## src/design/gap_buffer_text_edit_engine_unit_defines.svh

```systemverilog
// assertion macros for the gap buffer edit engine
// used by the top level only, expects clk and arst_n in scope
`ifndef GAP_BUFFER_TEXT_EDIT_ENGINE_UNIT_DEFINES_SVH
`define GAP_BUFFER_TEXT_EDIT_ENGINE_UNIT_DEFINES_SVH

// same-cycle implication
`define GBT_ASSERT_IMP(label, ante, cons) \
	label: assert property (@(posedge clk) disable iff (!arst_n) (ante) |-> (cons)) \
		else $error("gap buffer engine check failed");

// next-cycle implication
`define GBT_ASSERT_NXT(label, ante, cons) \
	label: assert property (@(posedge clk) disable iff (!arst_n) (ante) |=> (cons)) \
		else $error("gap buffer engine check failed");

`endif

```

## src/design/gbt_pkg.sv

```systemverilog
// types and constants of the gap buffer edit engine
// no dependencies
package gbt_pkg;

	localparam logic [7:0] KEY_CUT      = 8'h0B;
	localparam logic [7:0] KEY_COPY     = 8'h03;
	localparam logic [7:0] KEY_PASTE    = 8'h15;
	localparam logic [7:0] KEY_CTRL_A   = 8'h01;
	localparam logic [7:0] KEY_CTRL_E   = 8'h05;
	localparam logic [7:0] KEY_CR       = 8'h0D;
	localparam logic [7:0] KEY_LEFT     = 8'h9D;
	localparam logic [7:0] KEY_RIGHT    = 8'h1D;
	localparam logic [7:0] KEY_UP       = 8'h91;
	localparam logic [7:0] KEY_DOWN     = 8'h11;
	localparam logic [7:0] KEY_HOME     = 8'h13;
	localparam logic [7:0] KEY_DEL      = 8'h14;
	localparam logic [7:0] KEY_PRINT_LO = 8'h20;
	localparam logic [7:0] KEY_PRINT_HI = 8'h7E;

	localparam logic [2:0] ST_OK         = 3'd0;
	localparam logic [2:0] ST_CLIP_FULL  = 3'd1;
	localparam logic [2:0] ST_NO_LINE    = 3'd2;
	localparam logic [2:0] ST_CLIP_EMPTY = 3'd3;
	localparam logic [2:0] ST_BUF_FULL   = 3'd4;

	typedef struct packed {
		logic        req_type;
		logic [7:0]  key_code;
		logic [14:0] read_offset;
	} in_item_t;

	typedef struct packed {
		logic [15:0] cursor_pos;
		logic [15:0] doc_length;
		logic [15:0] cursor_column;
		logic [15:0] window_top;
		logic [11:0] clip_length;
		logic        dirty;
		logic [2:0]  status;
		logic [7:0]  read_char;
	} out_item_t;

	typedef enum logic [5:0] {
		OP_NOP, OP_LATCH, OP_RD_OFF, OP_RD_SAVE, OP_P_GS, OP_P_DEC, OP_P_INC,
		OP_RD_PM1, OP_RD_P, OP_PUT, OP_DEL, OP_T_GSM1, OP_T_GSP1, OP_T_P,
		OP_MV_CLAMP, OP_MVL_RD, OP_MVL_WR, OP_MVR_RD, OP_MVR_WR, OP_UD_SAVE,
		OP_P_AM1, OP_A_P, OP_UD_TGT, OP_CC_LE, OP_CNT_CLR, OP_CP_RD, OP_CP_WR,
		OP_CP_DONE, OP_CUT_FIX, OP_PS_RD, OP_PS_WR, OP_PS_DONE, OP_SET_ST,
		OP_TOP_A, OP_P_TOP, OP_P_TOP2, OP_FC_RD, OP_FC_CNT, OP_TOP_P1, OP_OUT
	} dp_op_t;

	typedef struct packed {
		dp_op_t     op;
		logic [2:0] st;
	} dp_cmd_t;

	typedef struct packed {
		logic       req_type;
		logic [7:0] key;
		logic       p_zero;
		logic       p_ge_dl;
		logic       q_cr;
		logic       off_lt_dl;
		logic       gs_zero;
		logic       gs_lt_dl;
		logic       t_lt_gs;
		logic       t_gt_gs;
		logic       b_zero;
		logic       clip_ovf;
		logic       clip_zero;
		logic       paste_nofit;
		logic       cnt_eq_b;
		logic       cnt_eq_clip;
		logic       a_lt_top;
		logic       p_lt_a;
		logic       rows_ge_win;
		logic       out_free;
		logic       gap_ok;
	} dp_flags_t;

	typedef enum logic [5:0] {
		S_IDLE, S_DISPATCH, S_RD_WAIT, S_COL, S_COL2, S_HOME2,
		S_UD1, S_UD_DN, S_UD_DN2, S_UD_UP, S_UD3, S_UD4,
		S_CC1, S_CC2, S_CC3, S_CP_RD, S_CP_WR, S_CP_END, S_CUT2,
		S_PS_RD, S_PS_WR, S_LB, S_LB_CHK, S_LS, S_LS_CHK,
		S_MV, S_MV_LOOP, S_MVL_WR, S_MVR_WR,
		S_FOLLOW, S_FL1, S_FL2, S_FL_CNT, S_FL_CHK, S_FL_TRIM, S_FL_TRIM2, S_DONE
	} gbt_state_t;

endpackage

```

## src/design/gbt_ctrl.sv

```systemverilog
// sequencer of the gap buffer edit engine
// uses gbt_pkg command and flag types
module gbt_ctrl (
	input  logic                clk,
	input  logic                arst_n,
	input  logic                in_valid,
	output logic                in_ready,
	input  gbt_pkg::dp_flags_t  flags,
	output gbt_pkg::dp_cmd_t    ctl
);

	gbt_pkg::gbt_state_t state_q, state_d, ret_q, ret_d;

	always_ff @(posedge clk or negedge arst_n) begin
		if (!arst_n) begin
			state_q <= gbt_pkg::S_IDLE;
			ret_q   <= gbt_pkg::S_IDLE;
		end else begin
			state_q <= state_d;
			ret_q   <= ret_d;
		end
	end

	always_comb begin
		state_d  = state_q;
		ret_d    = ret_q;
		in_ready = 1'b0;
		ctl.op   = gbt_pkg::OP_NOP;
		ctl.st   = gbt_pkg::ST_OK;
		case (state_q)
			gbt_pkg::S_IDLE: begin
				in_ready = 1'b1;
				if (in_valid) begin
					ctl.op  = gbt_pkg::OP_LATCH;
					state_d = gbt_pkg::S_DISPATCH;
				end
			end
			gbt_pkg::S_DISPATCH: begin
				if (flags.req_type) begin
					if (flags.off_lt_dl) begin
						ctl.op  = gbt_pkg::OP_RD_OFF;
						state_d = gbt_pkg::S_RD_WAIT;
					end else begin
						state_d = gbt_pkg::S_COL;
					end
				end else begin
					state_d = gbt_pkg::S_FOLLOW;
					ret_d   = gbt_pkg::S_FOLLOW;
					case (flags.key) inside
						gbt_pkg::KEY_CR, [gbt_pkg::KEY_PRINT_LO:gbt_pkg::KEY_PRINT_HI]:
							ctl.op = gbt_pkg::OP_PUT;
						gbt_pkg::KEY_DEL:
							ctl.op = gbt_pkg::OP_DEL;
						gbt_pkg::KEY_LEFT: begin
							if (!flags.gs_zero) begin
								ctl.op  = gbt_pkg::OP_T_GSM1;
								state_d = gbt_pkg::S_MV;
							end
						end
						gbt_pkg::KEY_RIGHT: begin
							if (flags.gs_lt_dl) begin
								ctl.op  = gbt_pkg::OP_T_GSP1;
								state_d = gbt_pkg::S_MV;
							end
						end
						gbt_pkg::KEY_HOME, gbt_pkg::KEY_CTRL_A: begin
							ctl.op  = gbt_pkg::OP_P_GS;
							ret_d   = gbt_pkg::S_HOME2;
							state_d = gbt_pkg::S_LB;
						end
						gbt_pkg::KEY_CTRL_E: begin
							ctl.op  = gbt_pkg::OP_P_GS;
							ret_d   = gbt_pkg::S_HOME2;
							state_d = gbt_pkg::S_LS;
						end
						gbt_pkg::KEY_UP, gbt_pkg::KEY_DOWN: begin
							ctl.op  = gbt_pkg::OP_P_GS;
							ret_d   = gbt_pkg::S_UD1;
							state_d = gbt_pkg::S_LB;
						end
						gbt_pkg::KEY_CUT, gbt_pkg::KEY_COPY: begin
							ctl.op  = gbt_pkg::OP_P_GS;
							ret_d   = gbt_pkg::S_CC1;
							state_d = gbt_pkg::S_LB;
						end
						gbt_pkg::KEY_PASTE: begin
							if (flags.clip_zero) begin
								ctl.op = gbt_pkg::OP_SET_ST;
								ctl.st = gbt_pkg::ST_CLIP_EMPTY;
							end else if (flags.paste_nofit) begin
								ctl.op = gbt_pkg::OP_SET_ST;
								ctl.st = gbt_pkg::ST_BUF_FULL;
							end else begin
								ctl.op  = gbt_pkg::OP_CNT_CLR;
								state_d = gbt_pkg::S_PS_RD;
							end
						end
						default: ctl.op = gbt_pkg::OP_NOP;
					endcase
				end
			end
			gbt_pkg::S_RD_WAIT: begin
				ctl.op  = gbt_pkg::OP_RD_SAVE;
				state_d = gbt_pkg::S_COL;
			end
			gbt_pkg::S_COL: begin
				ctl.op  = gbt_pkg::OP_P_GS;
				ret_d   = gbt_pkg::S_COL2;
				state_d = gbt_pkg::S_LB;
			end
			gbt_pkg::S_COL2: begin
				ctl.op  = gbt_pkg::OP_A_P;
				state_d = gbt_pkg::S_DONE;
			end
			gbt_pkg::S_HOME2: begin
				ctl.op  = gbt_pkg::OP_T_P;
				ret_d   = gbt_pkg::S_FOLLOW;
				state_d = gbt_pkg::S_MV;
			end
			gbt_pkg::S_UD1: begin
				ctl.op = gbt_pkg::OP_UD_SAVE;
				if (flags.key == gbt_pkg::KEY_DOWN) begin
					state_d = gbt_pkg::S_UD_DN;
				end else if (flags.p_zero) begin
					state_d = gbt_pkg::S_FOLLOW;
				end else begin
					state_d = gbt_pkg::S_UD_UP;
				end
			end
			gbt_pkg::S_UD_DN: begin
				ctl.op  = gbt_pkg::OP_P_GS;
				ret_d   = gbt_pkg::S_UD_DN2;
				state_d = gbt_pkg::S_LS;
			end
			gbt_pkg::S_UD_DN2: begin
				if (flags.p_ge_dl) begin
					state_d = gbt_pkg::S_FOLLOW;
				end else begin
					ctl.op  = gbt_pkg::OP_P_INC;
					state_d = gbt_pkg::S_UD3;
				end
			end
			gbt_pkg::S_UD_UP: begin
				ctl.op  = gbt_pkg::OP_P_AM1;
				ret_d   = gbt_pkg::S_UD3;
				state_d = gbt_pkg::S_LB;
			end
			gbt_pkg::S_UD3: begin
				ctl.op  = gbt_pkg::OP_A_P;
				ret_d   = gbt_pkg::S_UD4;
				state_d = gbt_pkg::S_LS;
			end
			gbt_pkg::S_UD4: begin
				ctl.op  = gbt_pkg::OP_UD_TGT;
				ret_d   = gbt_pkg::S_FOLLOW;
				state_d = gbt_pkg::S_MV;
			end
			gbt_pkg::S_CC1: begin
				ctl.op  = gbt_pkg::OP_A_P;
				ret_d   = gbt_pkg::S_CC2;
				state_d = gbt_pkg::S_LS;
			end
			gbt_pkg::S_CC2: begin
				ctl.op  = gbt_pkg::OP_CC_LE;
				state_d = gbt_pkg::S_CC3;
			end
			gbt_pkg::S_CC3: begin
				if (flags.b_zero) begin
					ctl.op  = gbt_pkg::OP_SET_ST;
					ctl.st  = gbt_pkg::ST_NO_LINE;
					state_d = gbt_pkg::S_FOLLOW;
				end else if (flags.clip_ovf) begin
					ctl.op  = gbt_pkg::OP_SET_ST;
					ctl.st  = gbt_pkg::ST_CLIP_FULL;
					state_d = gbt_pkg::S_FOLLOW;
				end else begin
					ctl.op  = gbt_pkg::OP_CNT_CLR;
					state_d = gbt_pkg::S_CP_RD;
				end
			end
			gbt_pkg::S_CP_RD: begin
				if (flags.cnt_eq_b) begin
					state_d = gbt_pkg::S_CP_END;
				end else begin
					ctl.op  = gbt_pkg::OP_CP_RD;
					state_d = gbt_pkg::S_CP_WR;
				end
			end
			gbt_pkg::S_CP_WR: begin
				ctl.op  = gbt_pkg::OP_CP_WR;
				state_d = gbt_pkg::S_CP_RD;
			end
			gbt_pkg::S_CP_END: begin
				ctl.op = gbt_pkg::OP_CP_DONE;
				if (flags.key == gbt_pkg::KEY_CUT) begin
					ret_d   = gbt_pkg::S_CUT2;
					state_d = gbt_pkg::S_MV;
				end else begin
					state_d = gbt_pkg::S_FOLLOW;
				end
			end
			gbt_pkg::S_CUT2: begin
				ctl.op  = gbt_pkg::OP_CUT_FIX;
				state_d = gbt_pkg::S_FOLLOW;
			end
			gbt_pkg::S_PS_RD: begin
				if (flags.cnt_eq_clip) begin
					ctl.op  = gbt_pkg::OP_PS_DONE;
					state_d = gbt_pkg::S_FOLLOW;
				end else begin
					ctl.op  = gbt_pkg::OP_PS_RD;
					state_d = gbt_pkg::S_PS_WR;
				end
			end
			gbt_pkg::S_PS_WR: begin
				ctl.op  = gbt_pkg::OP_PS_WR;
				state_d = gbt_pkg::S_PS_RD;
			end
			// line start scan, returns through ret_q
			gbt_pkg::S_LB: begin
				if (flags.p_zero) begin
					state_d = ret_q;
				end else begin
					ctl.op  = gbt_pkg::OP_RD_PM1;
					state_d = gbt_pkg::S_LB_CHK;
				end
			end
			gbt_pkg::S_LB_CHK: begin
				if (flags.q_cr) begin
					state_d = ret_q;
				end else begin
					ctl.op  = gbt_pkg::OP_P_DEC;
					state_d = gbt_pkg::S_LB;
				end
			end
			// line end scan
			gbt_pkg::S_LS: begin
				if (flags.p_ge_dl) begin
					state_d = ret_q;
				end else begin
					ctl.op  = gbt_pkg::OP_RD_P;
					state_d = gbt_pkg::S_LS_CHK;
				end
			end
			gbt_pkg::S_LS_CHK: begin
				if (flags.q_cr) begin
					state_d = ret_q;
				end else begin
					ctl.op  = gbt_pkg::OP_P_INC;
					state_d = gbt_pkg::S_LS;
				end
			end
			// gap move: each character is read, then written across the gap
			gbt_pkg::S_MV: begin
				ctl.op  = gbt_pkg::OP_MV_CLAMP;
				state_d = gbt_pkg::S_MV_LOOP;
			end
			gbt_pkg::S_MV_LOOP: begin
				if (flags.t_lt_gs) begin
					ctl.op  = gbt_pkg::OP_MVL_RD;
					state_d = gbt_pkg::S_MVL_WR;
				end else if (flags.t_gt_gs) begin
					ctl.op  = gbt_pkg::OP_MVR_RD;
					state_d = gbt_pkg::S_MVR_WR;
				end else begin
					state_d = ret_q;
				end
			end
			gbt_pkg::S_MVL_WR: begin
				ctl.op  = gbt_pkg::OP_MVL_WR;
				state_d = gbt_pkg::S_MV_LOOP;
			end
			gbt_pkg::S_MVR_WR: begin
				ctl.op  = gbt_pkg::OP_MVR_WR;
				state_d = gbt_pkg::S_MV_LOOP;
			end
			// window follow
			gbt_pkg::S_FOLLOW: begin
				ctl.op  = gbt_pkg::OP_P_GS;
				ret_d   = gbt_pkg::S_FL1;
				state_d = gbt_pkg::S_LB;
			end
			gbt_pkg::S_FL1: begin
				ctl.op  = gbt_pkg::OP_A_P;
				state_d = gbt_pkg::S_FL2;
			end
			gbt_pkg::S_FL2: begin
				if (flags.a_lt_top) begin
					ctl.op  = gbt_pkg::OP_TOP_A;
					state_d = gbt_pkg::S_DONE;
				end else begin
					ctl.op  = gbt_pkg::OP_P_TOP;
					state_d = gbt_pkg::S_FL_CNT;
				end
			end
			gbt_pkg::S_FL_CNT: begin
				if (flags.p_lt_a) begin
					ctl.op  = gbt_pkg::OP_FC_RD;
					state_d = gbt_pkg::S_FL_CHK;
				end else begin
					state_d = gbt_pkg::S_FL_TRIM;
				end
			end
			gbt_pkg::S_FL_CHK: begin
				ctl.op  = gbt_pkg::OP_FC_CNT;
				state_d = gbt_pkg::S_FL_CNT;
			end
			gbt_pkg::S_FL_TRIM: begin
				if (flags.rows_ge_win) begin
					ctl.op  = gbt_pkg::OP_P_TOP2;
					ret_d   = gbt_pkg::S_FL_TRIM2;
					state_d = gbt_pkg::S_LS;
				end else begin
					state_d = gbt_pkg::S_DONE;
				end
			end
			gbt_pkg::S_FL_TRIM2: begin
				ctl.op  = gbt_pkg::OP_TOP_P1;
				state_d = gbt_pkg::S_FL_TRIM;
			end
			gbt_pkg::S_DONE: begin
				if (flags.out_free) begin
					ctl.op  = gbt_pkg::OP_OUT;
					state_d = gbt_pkg::S_IDLE;
				end
			end
			default: state_d = gbt_pkg::S_IDLE;
		endcase
	end

endmodule

```

## config.mk

```make
export PLATFORM = sky130hd
export DESIGN_NAME = gbt_ctrl
export DESIGN_NICKNAME = d
export VERILOG_FILES = /design/src/design/gap_buffer_text_edit_engine_unit_defines.svh /design/src/design/gbt_pkg.sv /design/src/design/gbt_ctrl.sv
export SDC_FILE = /design/constraint.sdc
export NUM_CORES = 1
export LEC_CHECK = 0
export BUFFER_PORTS_ARGS = -buffer_cell sky130_fd_sc_hd__buf_2
export CORE_ASPECT_RATIO = 0.6
export CORE_MARGIN = 3
export CORE_UTILIZATION = 39
export CTS_CLUSTER_DIAMETER = 40
export CTS_CLUSTER_SIZE = 16
export DETAILED_ROUTE_END_ITERATION = 8
export GPL_TIMING_DRIVEN = 0
export PLACE_DENSITY_LB_ADDON = 0.15
export SYNTH_ARGS = -nofsm -noshare
export SYNTH_HDL_FRONTEND = slang
export SYNTH_SLANG_ARGS = --single-unit
```

## constraint.sdc

```tcl
create_clock -name clk -period 2.05 [get_ports clk]
set_input_delay 0.1025 -clock clk [delete_from_list [all_inputs] [get_ports clk]]
set_output_delay 0.1025 -clock clk [all_outputs]
set_load 0.03 [all_outputs]
```

==> metrics.cfg, run 1 <==
[placement]
port_buffers = 37
place_hpwl_um = 10400
place_congestion = 0.998

[status]
outcome = finished with violations
failed_checks = setup timing

[die]
fp.dieW_um = 113
io_pins = 41
num_rows = 22
fp.coreArea_mm2 = 0.00639
die_y_um = 70.4
die_area_mm2 = 0.00798
start_util_pct = 42.2

[drt]
drc = 0
drtIter0Drc = 658
avgViaCountPerCell = 7.26
wl_per_cell_um = 26.5
finalWirelength_um = 14500
antenna_left = 0
first_pass_iters = 6
num_vias = 3957

[power_and_ir_drop]
power_switching_w = 0.00392
switching_share_pct = 54.8
pwr-share-seq_pct = 6.7
p_total_w = 0.00715
internal_power_w = 0.00323
p_comb_share_pct = 87.6
ir_drop_mv = 0.796
leakage_nw = 1.55
pwr-share-clk_pct = 5.7
powerDensity_mw_per_mm2 = 1840

[setup_path]
cp.arrival_ns = 2.29
timing.rr.start = state_q[3]$_DFFE_PN0P_
crit_buf_inv = 2
cp_slowest_cell = dfrtp_2
critPathRequiredTime_ns = 1.95
cpLargestDelayFamily = simple AND/OR/NAND/NOR gates
crit_path_start_kind = flip-flop
cpPeakStageDelay_ns = 0.48
path_class = reg2out
end_kind = output port
crit_path_start = state_q[2]$_DFFE_PN0P_
critPathMaxFanout = 10
path_cells = buf_6 -> or3b_4 -> a211o_4 -> o22ai_4 -> and4bb_1 -> o211ai_1 -> buf_4

[logic_synthesis]
synth_common_cells = 32 x nand2_1, 23 x nor2_1, 22 x a21oi_1, 22 x o21ai_0, 21 x nand3_1
synthAdderAreaFrac_pct = 0
yosysMostFrequentCell = nand2_1
yosysSeqAreaShare_pct = 11.1
ys_ff_latch = 12
synth_xor_area_share_pct = 1.62
netlist-cell-type-count = 73
synth_top_family_by_area = simple AND/OR/NAND/NOR gates
netlist.area_leader.share_pct = 11.1
synth_flop_cell = dfrtp_1
synth_edf_count = 0
synthArstFlopShare_pct = 100
yosys_warnings = 0
synth_area_mm2 = 0.00270
synth-simple-area-share_pct = 46.4
yosysTopAreaCell = dfrtp_1
synth.area.top_cells = dfrtp_1 11%, nor2b_1 4.6%, nand2_1 4.5%, a21oi_1 4.1%, o21ai_0 4.1%
syn_avg_cell_area_um2 = 6.97
synthMuxAreaShare_pct = 3.25
synth_compound_area_share_pct = 29.5
netlist_instances = 387
synth_nets = 418

[timing]
layout_setup_ws_ns = -0.339
fin_skew_ns = 0.00729
rsz0062_at_grt = yes
finalSetupViolations = 19
post-route-min-period_ns = 2.39
worst_pin_slew_ns = 0.966
fmax_mhz = 419
maxSlewViolCount = 0
hold_viol_final = 0
period_share_pct = 117
maxSlewHeadroom_pct = 35.1

[worst_hold_path]
min_path_type = in2async

[global_routing]
grt_usage_pct = 33.9
grt_pass1_wl_um = 20900
grt_antenna_before_repair = 0
globalRoute.totalOverflow = 0
grt_pass1_vias = 3416
grt_max_degree = 13

[clock_tree]
htree_levels = 1
cts.path.max_buffers = 2
numCtsBuffers = 3
clkSinkCount = 12
worstSkewPairLatency_ns = 0.25
cts_tree = done
cts.clk_slew.worst_paths_ns = 0.05
root_buffer = clkbuf_16

[final_layout]
num-fill-cells = 564
nNetsFinal = 493
antennaDiodeCount = 0
postLayoutCoreUtil_pct = 60.7
syn_to_final_growth_pct = 43.6
drive_gt1_share_pct = 40.6

[flow_run]
cap_violations = 0

==> worst reg2reg max path: cells and delay by family, from the launching register on <==
| kind | cells | cell delay (ns) |
|---|---|---|
| AOI/OAI and AO/OA | 3 | 0.64 |
| buffers and inverters | 4 | 0.59 |
| DFF | 1 | 0.45 |
| muxes | 1 | 0.31 |
| and+or+nand+nor | 1 | 0.20 |
==> final timing paths <==
kind | depth (start not counted) | slack [ns] | end
max reg2reg | 9 | -0.25 | ret_q[3]$_DFFE_PN0P_
min reg2reg | 1 | 0.50 | state_q[5]$_DFFE_PN0P_
max | 7 | -0.34 | ctl[5]
min | 2 | 0.27 | ret_q[1]$_DFFE_PN0P_
max in group asynchronous | 2 | 1.52 | state_q[2]$_DFFE_PN0P_
min in group clk | 3 | 0.30 | ret_q[5]$_DFFE_PN0P_
==> registers in the layout, summed over array words and instances, names as in the netlist <==
register  cells
state_q       6
ret_q         6
==> stage by stage <==
stage / setup slack (ns) / TNS (ns) / cell area [um2] / hold slack [ns] / std cells
2_1_floorplan: 0.0400 / 0 / 2700 / -0.193 / 387
3_3_place_gp: -0.637 / -7.19 / 2990 / -0.0143 / 508
3_5_place_dp: -0.496 / -5.64 / 2990 / 0.00297 / 508
4_1_cts: -0.291 / -2.71 / 3630 / 0.269 / 533
5_1_grt: -0.412 / -4.97 / 3870 / 0.310 / 545
6_report: -0.339 / -3.81 / 3870 / 0.274 / 545
==> cell usage in the layout (no fill, tap or decap), types with 5 or more instances in the layout <==
cell	n
o211ai_1	11
nor3_1	8
clkbuf_1	5
nor2_1	17
nor3b_1	7
and3_1	8
nand2_2	5
nor4bb_1	6
dfrtp_1	8
nor2b_1	17
nand2b_1	7
buf_6	22
a21o_1	5
nand3_1	21
o21ai_0	15
buf_2	28
a21oi_1	14
o22ai_1	6
buf_4	40
inv_1	6
nand4_1	11
o21ai_1	5
o21ai_2	5
a21oi_2	8
nand2_1	27
==> per-layer routing <==
layer / GRT usage (%) / share of wire (%) / vias up
met4: 8.40 / 3.6 / 0
li1: - / - / 1649
met2: 45.1 / 39 / 363
met3: 13.1 / 16 / 67
met5: 0 / 0 / -
met1: 50.1 / 41 / 1878
==> layout make-up <==
class / count / area [um2] / area share [%]
flip-flops and latches: 12 / 305 / 7.88
repair buffers: 72 / 528 / 13.6
clock buffers: 4 / 88.8 / 2.29
plain buffers: 35 / 312 / 8.04
multi-input cells: 330 / 2510 / 64.7
inverters: 8 / 30.0 / 0.775
well taps: 84 / 105 / 2.71
==> power groups by stage <==
stage	sequential [W]	clock (W)	combinational, W
final	0.000477	0.000409	0.00626
after CTS	0.000468	0.000407	0.00554
after floorplan	0.000404	0	0.00311
after detailed placement	0.000451	0	0.00444
after global routing	0.000480	0.000418	0.00646
after global placement	0.000452	0	0.00456
==> repair_timing <==
action	CTS	global route
pin swaps	22	25
setup buffers	22	11
endpoints found under the setup margin	22	21
hold buffers	1	0
gates cloned	0	1
endpoints found under the hold margin	12	0
gates resized for setup	114	40
==> kinds of logic after synthesis <==
group	after synthesis
xor gates and xnor gates	5
DFF	12
AOI/OAI and AO/OA	116
buffers and inverters	45
muxes	7
and+or+nand+nor	202
No activity file was read; power rests on OpenSTA's default activity.
==> inputs of run 2 (changes only) <==
--- a/config.mk
+++ b/config.mk
@@ -14,6 +14,7 @@
 export DETAILED_ROUTE_END_ITERATION = 8
 export GPL_TIMING_DRIVEN = 0
 export PLACE_DENSITY_LB_ADDON = 0.15
+export RECOVER_POWER = 100
 export SYNTH_ARGS = -nofsm -noshare
 export SYNTH_HDL_FRONTEND = slang
 export SYNTH_SLANG_ARGS = --single-unit
==> run 2 against run 1 <==
Against the previous run:
- the run still ends with setup timing left
- non-clock buffer count unchanged
- utilization about the same
- clock power hardly changed
- final area barely moved
- clock skew about the same
- worst setup slack barely moved
- sequential power about the same
- flip-flop and latch count unchanged
- global-route usage unchanged
- critical path type unchanged
- critical endpoint unchanged
- largest power group unchanged
- highest routed layer unchanged
==> metrics.cfg, run 2 (synthesis gave the netlist of run 1 again) <==
[global_routing]
grt_max_degree = 13
grt_antenna_before_repair = 0
grt_pass1_vias = 3416
grt_usage_pct = 33.9
globalRoute.totalOverflow = 0
grt_pass1_wl_um = 20900

[timing]
rsz0062_at_grt = yes
maxSlewHeadroom_pct = 34.8
period_share_pct = 117
finalSetupViolations = 19
worst_pin_slew_ns = 0.970
whs_ns = 0.301
maxSlewViolCount = 0
fmax_mhz = 419
layout_setup_ws_ns = -0.339
fin_skew_ns = 0.00734
hold_viol_final = 0
post-route-min-period_ns = 2.39

[placement]
place_hpwl_um = 10400
placed_cell_area_mm2 = 0.00299
port_buffers = 37
place_congestion = 0.998
dp_slack_ns = -0.496

[final_layout]
syn_to_final_growth_pct = 43.6
drive_gt1_share_pct = 40.1
stdcell_area_mm2 = 0.00387
num-fill-cells = 563
antennaDiodeCount = 0
final_cell_mix = 40 x buf_4, 27 x nand2_1, 26 x buf_2
reg.largest.list = ret_q x6, state_q x6
nNetsFinal = 493
final_common_cell = buf_4

[setup_path]
path_class = reg2out
crit_path_frequent_cell = o211ai_1
end_kind = output port
crit_path_start = state_q[3]$_DFFE_PN0P_
timing.rr.start = state_q[3]$_DFFE_PN0P_
critPathMaxFanout = 8
cpPeakStageDelay_ns = 0.45
cp.arrival_ns = 2.29
path_cells = buf_6 -> buf_8 -> buf_8 -> and3b_1 -> o211ai_1 -> o211ai_1 -> and4bb_1 -> o211ai_1 -> buf_4
cpLargestDelayFamily = buffers and inverters
critPathRequiredTime_ns = 1.95
crit_buf_inv = 4
crit_path_start_kind = flip-flop
cp_slowest_cell = dfrtp_2

[power_and_ir_drop]
powerDensity_mw_per_mm2 = 1840
ir_drop_mv = 0.796
leakage_nw = 1.55

[die]
fp.dieW_um = 113
die_y_um = 70.4
fp.coreArea_mm2 = 0.00639
die_area_mm2 = 0.00798
num_rows = 22
start_util_pct = 42.2
io_pins = 41

[flow_run]
cap_violations = 0

[clock_tree]
cts.clk_slew.worst_paths_ns = 0.05
numCtsBuffers = 3
clkSinkCount = 12
worstSkewPairLatency_ns = 0.25
root_buffer = clkbuf_16
cts.path.max_buffers = 2
htree_levels = 1
cts_tree = done

[status]
outcome = finished with violations
failed_checks = setup timing

[drt]
avgViaCountPerCell = 7.23
drc = 0
drtIter0Drc = 656
wl_per_cell_um = 26.4
first_pass_iters = 6
antenna_left = 0
num_vias = 3940
finalWirelength_um = 14400

[worst_hold_path]
min_from = flags[17]
min_path_type = in2reg

## run 2: stage by stage
step                total power (W)  cells  setup TNS (ns)  util [%]
global placement            0.00502    508           -7.19      46.9
detailed placement          0.00489    508           -5.64      46.9
global route                0.00735    545           -4.97      60.6
CTS                         0.00642    533           -2.71      56.9
floorplan                   0.00351    387               0         -
finish                      0.00713    545           -3.86      60.6
## run 2: where the power goes
part / switching (W) / internal (W) / total (W)
clock: 0.000114 / 0.000295 / 0.000409
sequential: 0.000124 / 0.000353 / 0.000478
combinational: 0.00367 / 0.00258 / 0.00625
total: 0.00391 / 0.00323 / 0.00713
## run 2: layout make-up
type                            count  area, um2  area share, %
Tap cell                           84        105           2.71
Clock buffer                        4       88.8           2.29
Sequential cell                    12        305           7.88
Multi-Input combinational cell    330       2500           64.7
Buffer                             35        312           8.05
Inverter                            8       30.0          0.775
Timing Repair Buffer               72        527           13.6
## run 2: routing by layer
layer / share of wire (%) / track usage [%] / wire [um] / vias to the layer above
li1: - / - / - / 1646
met1: 41 / 50.1 / 5890 / 1860
met2: 39 / 45.1 / 5650 / 367
met3: 16 / 13.1 / 2330 / 67
met4: 3.7 / 8.40 / 527 / 0
met5: 0 / 0 / 0 / -
## run 2: worst register-to-register path, cell delays in order, from the launching register on
cell and delay (ns):
dfrtp_2 0.45, buf_4 0.16, nor4_4 0.35, buf_4 0.17, nor3b_4 0.28, buf_4 0.17, buf_6 0.09, o21a_4 0.19
mux2_4 0.32
## run 2: what timing repair did
item	4_1_cts	5_1_grt
hold buffers	1	0
setup buffers	22	11
pin swaps	22	25
setup endpoints to repair	22	21
gates cloned	0	1
resized for setup	114	40
endpoints found under the hold margin	12	0
## run 2: worst paths after layout
kind	slack [ns]	endpoint	cells past startpoint
setup / recovery	-0.34	ctl[5]	9
hold / removal	0.30	state_q[1]$_DFFE_PN0P_	4
setup reg to reg	-0.25	ret_q[3]$_DFFE_PN0P_	8
hold reg to reg	0.50	state_q[5]$_DFFE_PN0P_	1
max in group asynchronous	1.13	state_q[2]$_DFFE_PN0P_	2
min in group asynchronous	0.42	ret_q[1]$_DFFE_PN0P_	2
==> inputs of run 3 (changes only) <==
--- a/config.mk
+++ b/config.mk
@@ -8,9 +8,8 @@
 export BUFFER_PORTS_ARGS = -buffer_cell sky130_fd_sc_hd__buf_2
 export CORE_ASPECT_RATIO = 0.6
 export CORE_MARGIN = 3
-export CORE_UTILIZATION = 39
+export CORE_UTILIZATION = 45
 export CTS_CLUSTER_DIAMETER = 40
-export CTS_CLUSTER_SIZE = 16
 export DETAILED_ROUTE_END_ITERATION = 8
 export GPL_TIMING_DRIVEN = 0
 export PLACE_DENSITY_LB_ADDON = 0.15
==> run 3 against run 2 <==
Against the previous run:
- critical path depth is 2 lower
- utilization is 6.4 points higher
- worst setup slack worse by 0.093 ns
- clock skew is 0.0061 ns lower
- the flow still finishes with violations (setup timing)
- sequential share of layout area is 0.18 points higher
- die area is 12% lower
- global-route usage is 2.2 points higher
- register-to-register slack worse by 0.03 ns
- final cell count is 0.18% higher
- final area is 1.8% lower
- largest power group unchanged
==> metrics.cfg, run 3 (synthesis gave the netlist of run 1 again) <==
[clock_tree]
cts_tree = done
worstSkewPairLatency_ns = 0.24
root_buffer = clkbuf_8
numCtsBuffers = 3
cts.clk_slew.worst_paths_ns = 0.05
cts.path.max_buffers = 2
htree_levels = 1
clkSinkCount = 12

[drt]
highest_layer = met4
first_pass_iters = 6
wl_per_cell_um = 24.4
avgViaCountPerCell = 7.07
num_vias = 3859
met2WireLength_um = 5140
met3_length_um = 2440
drc = 0
wl_met1_um = 5380
antenna_left = 0
drtIter0Drc = 686
finalWirelength_um = 13300

[worst_hold_path]
min_path_type = in2reg
worst_hold_path.num_cells = 3

[timing]
layout_setup_ws_ns = -0.432
fmax_mhz = 403
post-route-min-period_ns = 2.48
worst_pin_slew_ns = 0.995
period_share_pct = 121
finalSetupViolations = 20
hold_viol_final = 0
rsz0062_at_grt = yes
fin_skew_ns = 0.00124
maxSlewHeadroom_pct = 33.1
maxSlewViolCount = 0

[setup_path]
cp_slowest_cell = nor2b_1
crit_buf_inv = 2
cp.arrival_ns = 2.38
path_class = reg2out
cpPeakStageDelay_ns = 0.47
path_cells = clkbuf_4 -> nor2b_1 -> o211ai_1 -> nor4bb_2 -> and4bb_1 -> o211ai_1 -> buf_4
critPathRequiredTime_ns = 1.95
crit_cells = 7
critPathMaxFanout = 10
reg2reg_depth = 8
end_kind = output port
crit_path_frequent_cell = o211ai_1
crit_path_start_kind = flip-flop
cpLargestDelayFamily = simple AND/OR/NAND/NOR gates

[power_and_ir_drop]
power_switching_w = 0.00375
pwr-share-clk_pct = 3.8
ir_drop_mv = 1.09
powerDensity_mw_per_mm2 = 1820
leakage_nw = 1.57
p_comb_share_pct = 89.0
internal_power_w = 0.00317
pwr-share-seq_pct = 7.2
switching_share_pct = 54.2
p_total_w = 0.00692

[final_layout]
syn_to_final_growth_pct = 41.0
final_cell_mix = 43 x buf_4, 31 x buf_2, 29 x nand2_1
multi_input_area_mm2 = 0.00242
final_common_cell = buf_4
register_area_um2 = 307
num-fill-cells = 482
antennaDiodeCount = 0
nNetsFinal = 498
reg.largest.list = ret_q x6, state_q x6
stdcell_area_mm2 = 0.00380
drive_gt1_share_pct = 37.1

[die]
io_pins = 41
start_util_pct = 47.5
die_area_mm2 = 0.00699
fp.coreArea_mm2 = 0.00568
fp.dieW_um = 106
die_y_um = 66.0
num_rows = 21

[status]
outcome = finished with violations
failed_checks = setup timing

[placement]
port_buffers = 37
place_congestion = 1.07
placed_cell_area_mm2 = 0.00299
place_hpwl_um = 9810

[global_routing]
grt_antenna_before_repair = 0
globalRoute.totalOverflow = 0
grt_usage_pct = 36.1
grt_pass1_wl_um = 19300
grt_pass1_vias = 3323
grt_max_degree = 13

[flow_run]
cap_violations = 0

[run 3: cell types whose count changed in the layout (fill, tap and decap cells not counted), moves of 4 or more]
cell / delta
buf_6: -7
buf_2: +5
a21oi_1: +4
a21oi_2: -4
clkbuf_16: -4
[run 3: cell type report]
cell class	instances	area share (%)
Inverter	8	0.790
Multi-Input combinational cell	330	63.6
Buffer	35	7.24
Tap cell	80	2.63
Sequential cell	12	8.06
Timing Repair Buffer	77	16.2
Clock buffer	4	1.45
[run 3: worst paths after layout]
check                      slack [ns]                   start                     end
max in group asynchronous        1.18                  arst_n  state_q[1]$_DFFE_PN0P_
min in group asynchronous        0.40                  arst_n    ret_q[4]$_DFFE_PN0P_
hold / removal                   0.27                flags[2]    ret_q[5]$_DFFE_PN0P_
setup reg to reg                -0.28  state_q[3]$_DFFE_PN0P_    ret_q[3]$_DFFE_PN0P_
hold reg to reg                  0.49    ret_q[5]$_DFFE_PN0P_  state_q[5]$_DFFE_PN0P_
setup / recovery                -0.43  state_q[0]$_DFFE_PN0P_                  ctl[5]
[run 3: timing repair]
action                                  4_1_cts  5_1_grt
cloned                                        2        1
setup buffers                                21       17
hold endpoints to repair                     12        0
endpoints found under the setup margin       22       21
resized for setup                            78       44
hold buffers                                  1        0
pin swaps                                    15       17
[run 3: metrics by stage]
stage | setup TNS, ns | hold WS [ns] | setup WS [ns] | util (%) | instances
global placement | -6.41 | -0.0149 | -0.603 | 52.6 | 504
detailed placement | -5.65 | -0.00991 | -0.490 | 52.6 | 504
global route | -5.20 | 0.245 | -0.476 | 67.0 | 546
finish | -4.43 | 0.265 | -0.432 | 67.0 | 546
floorplan | 0 | -0.193 | 0.0400 | - | 387
CTS | -3.09 | 0.226 | -0.298 | 61.9 | 530
[run 3: worst min-delay path: stages]
cell     delay [ns]
buf_2          0.15
nand2_1        0.13
o22ai_2        0.08
[run 3: power groups by stage]
| stage | Clock, W | Combinational (W) | Sequential (W) |
|---|---|---|---|
| global route | 0.000283 | 0.00631 | 0.000501 |
| global placement | 0 | 0.00444 | 0.000452 |
| floorplan | 0 | 0.00311 | 0.000404 |
| CTS | 0.000264 | 0.00533 | 0.000467 |
| finish | 0.000263 | 0.00616 | 0.000496 |
| detailed placement | 0 | 0.00438 | 0.000452 |
[run 3: per-layer routing]
layer  vias up  GRT usage, %
li1       1658             -
met2       362          50.8
met4         0          6.62
met3        57          14.8
met5         -             0
met1      1782          51.3
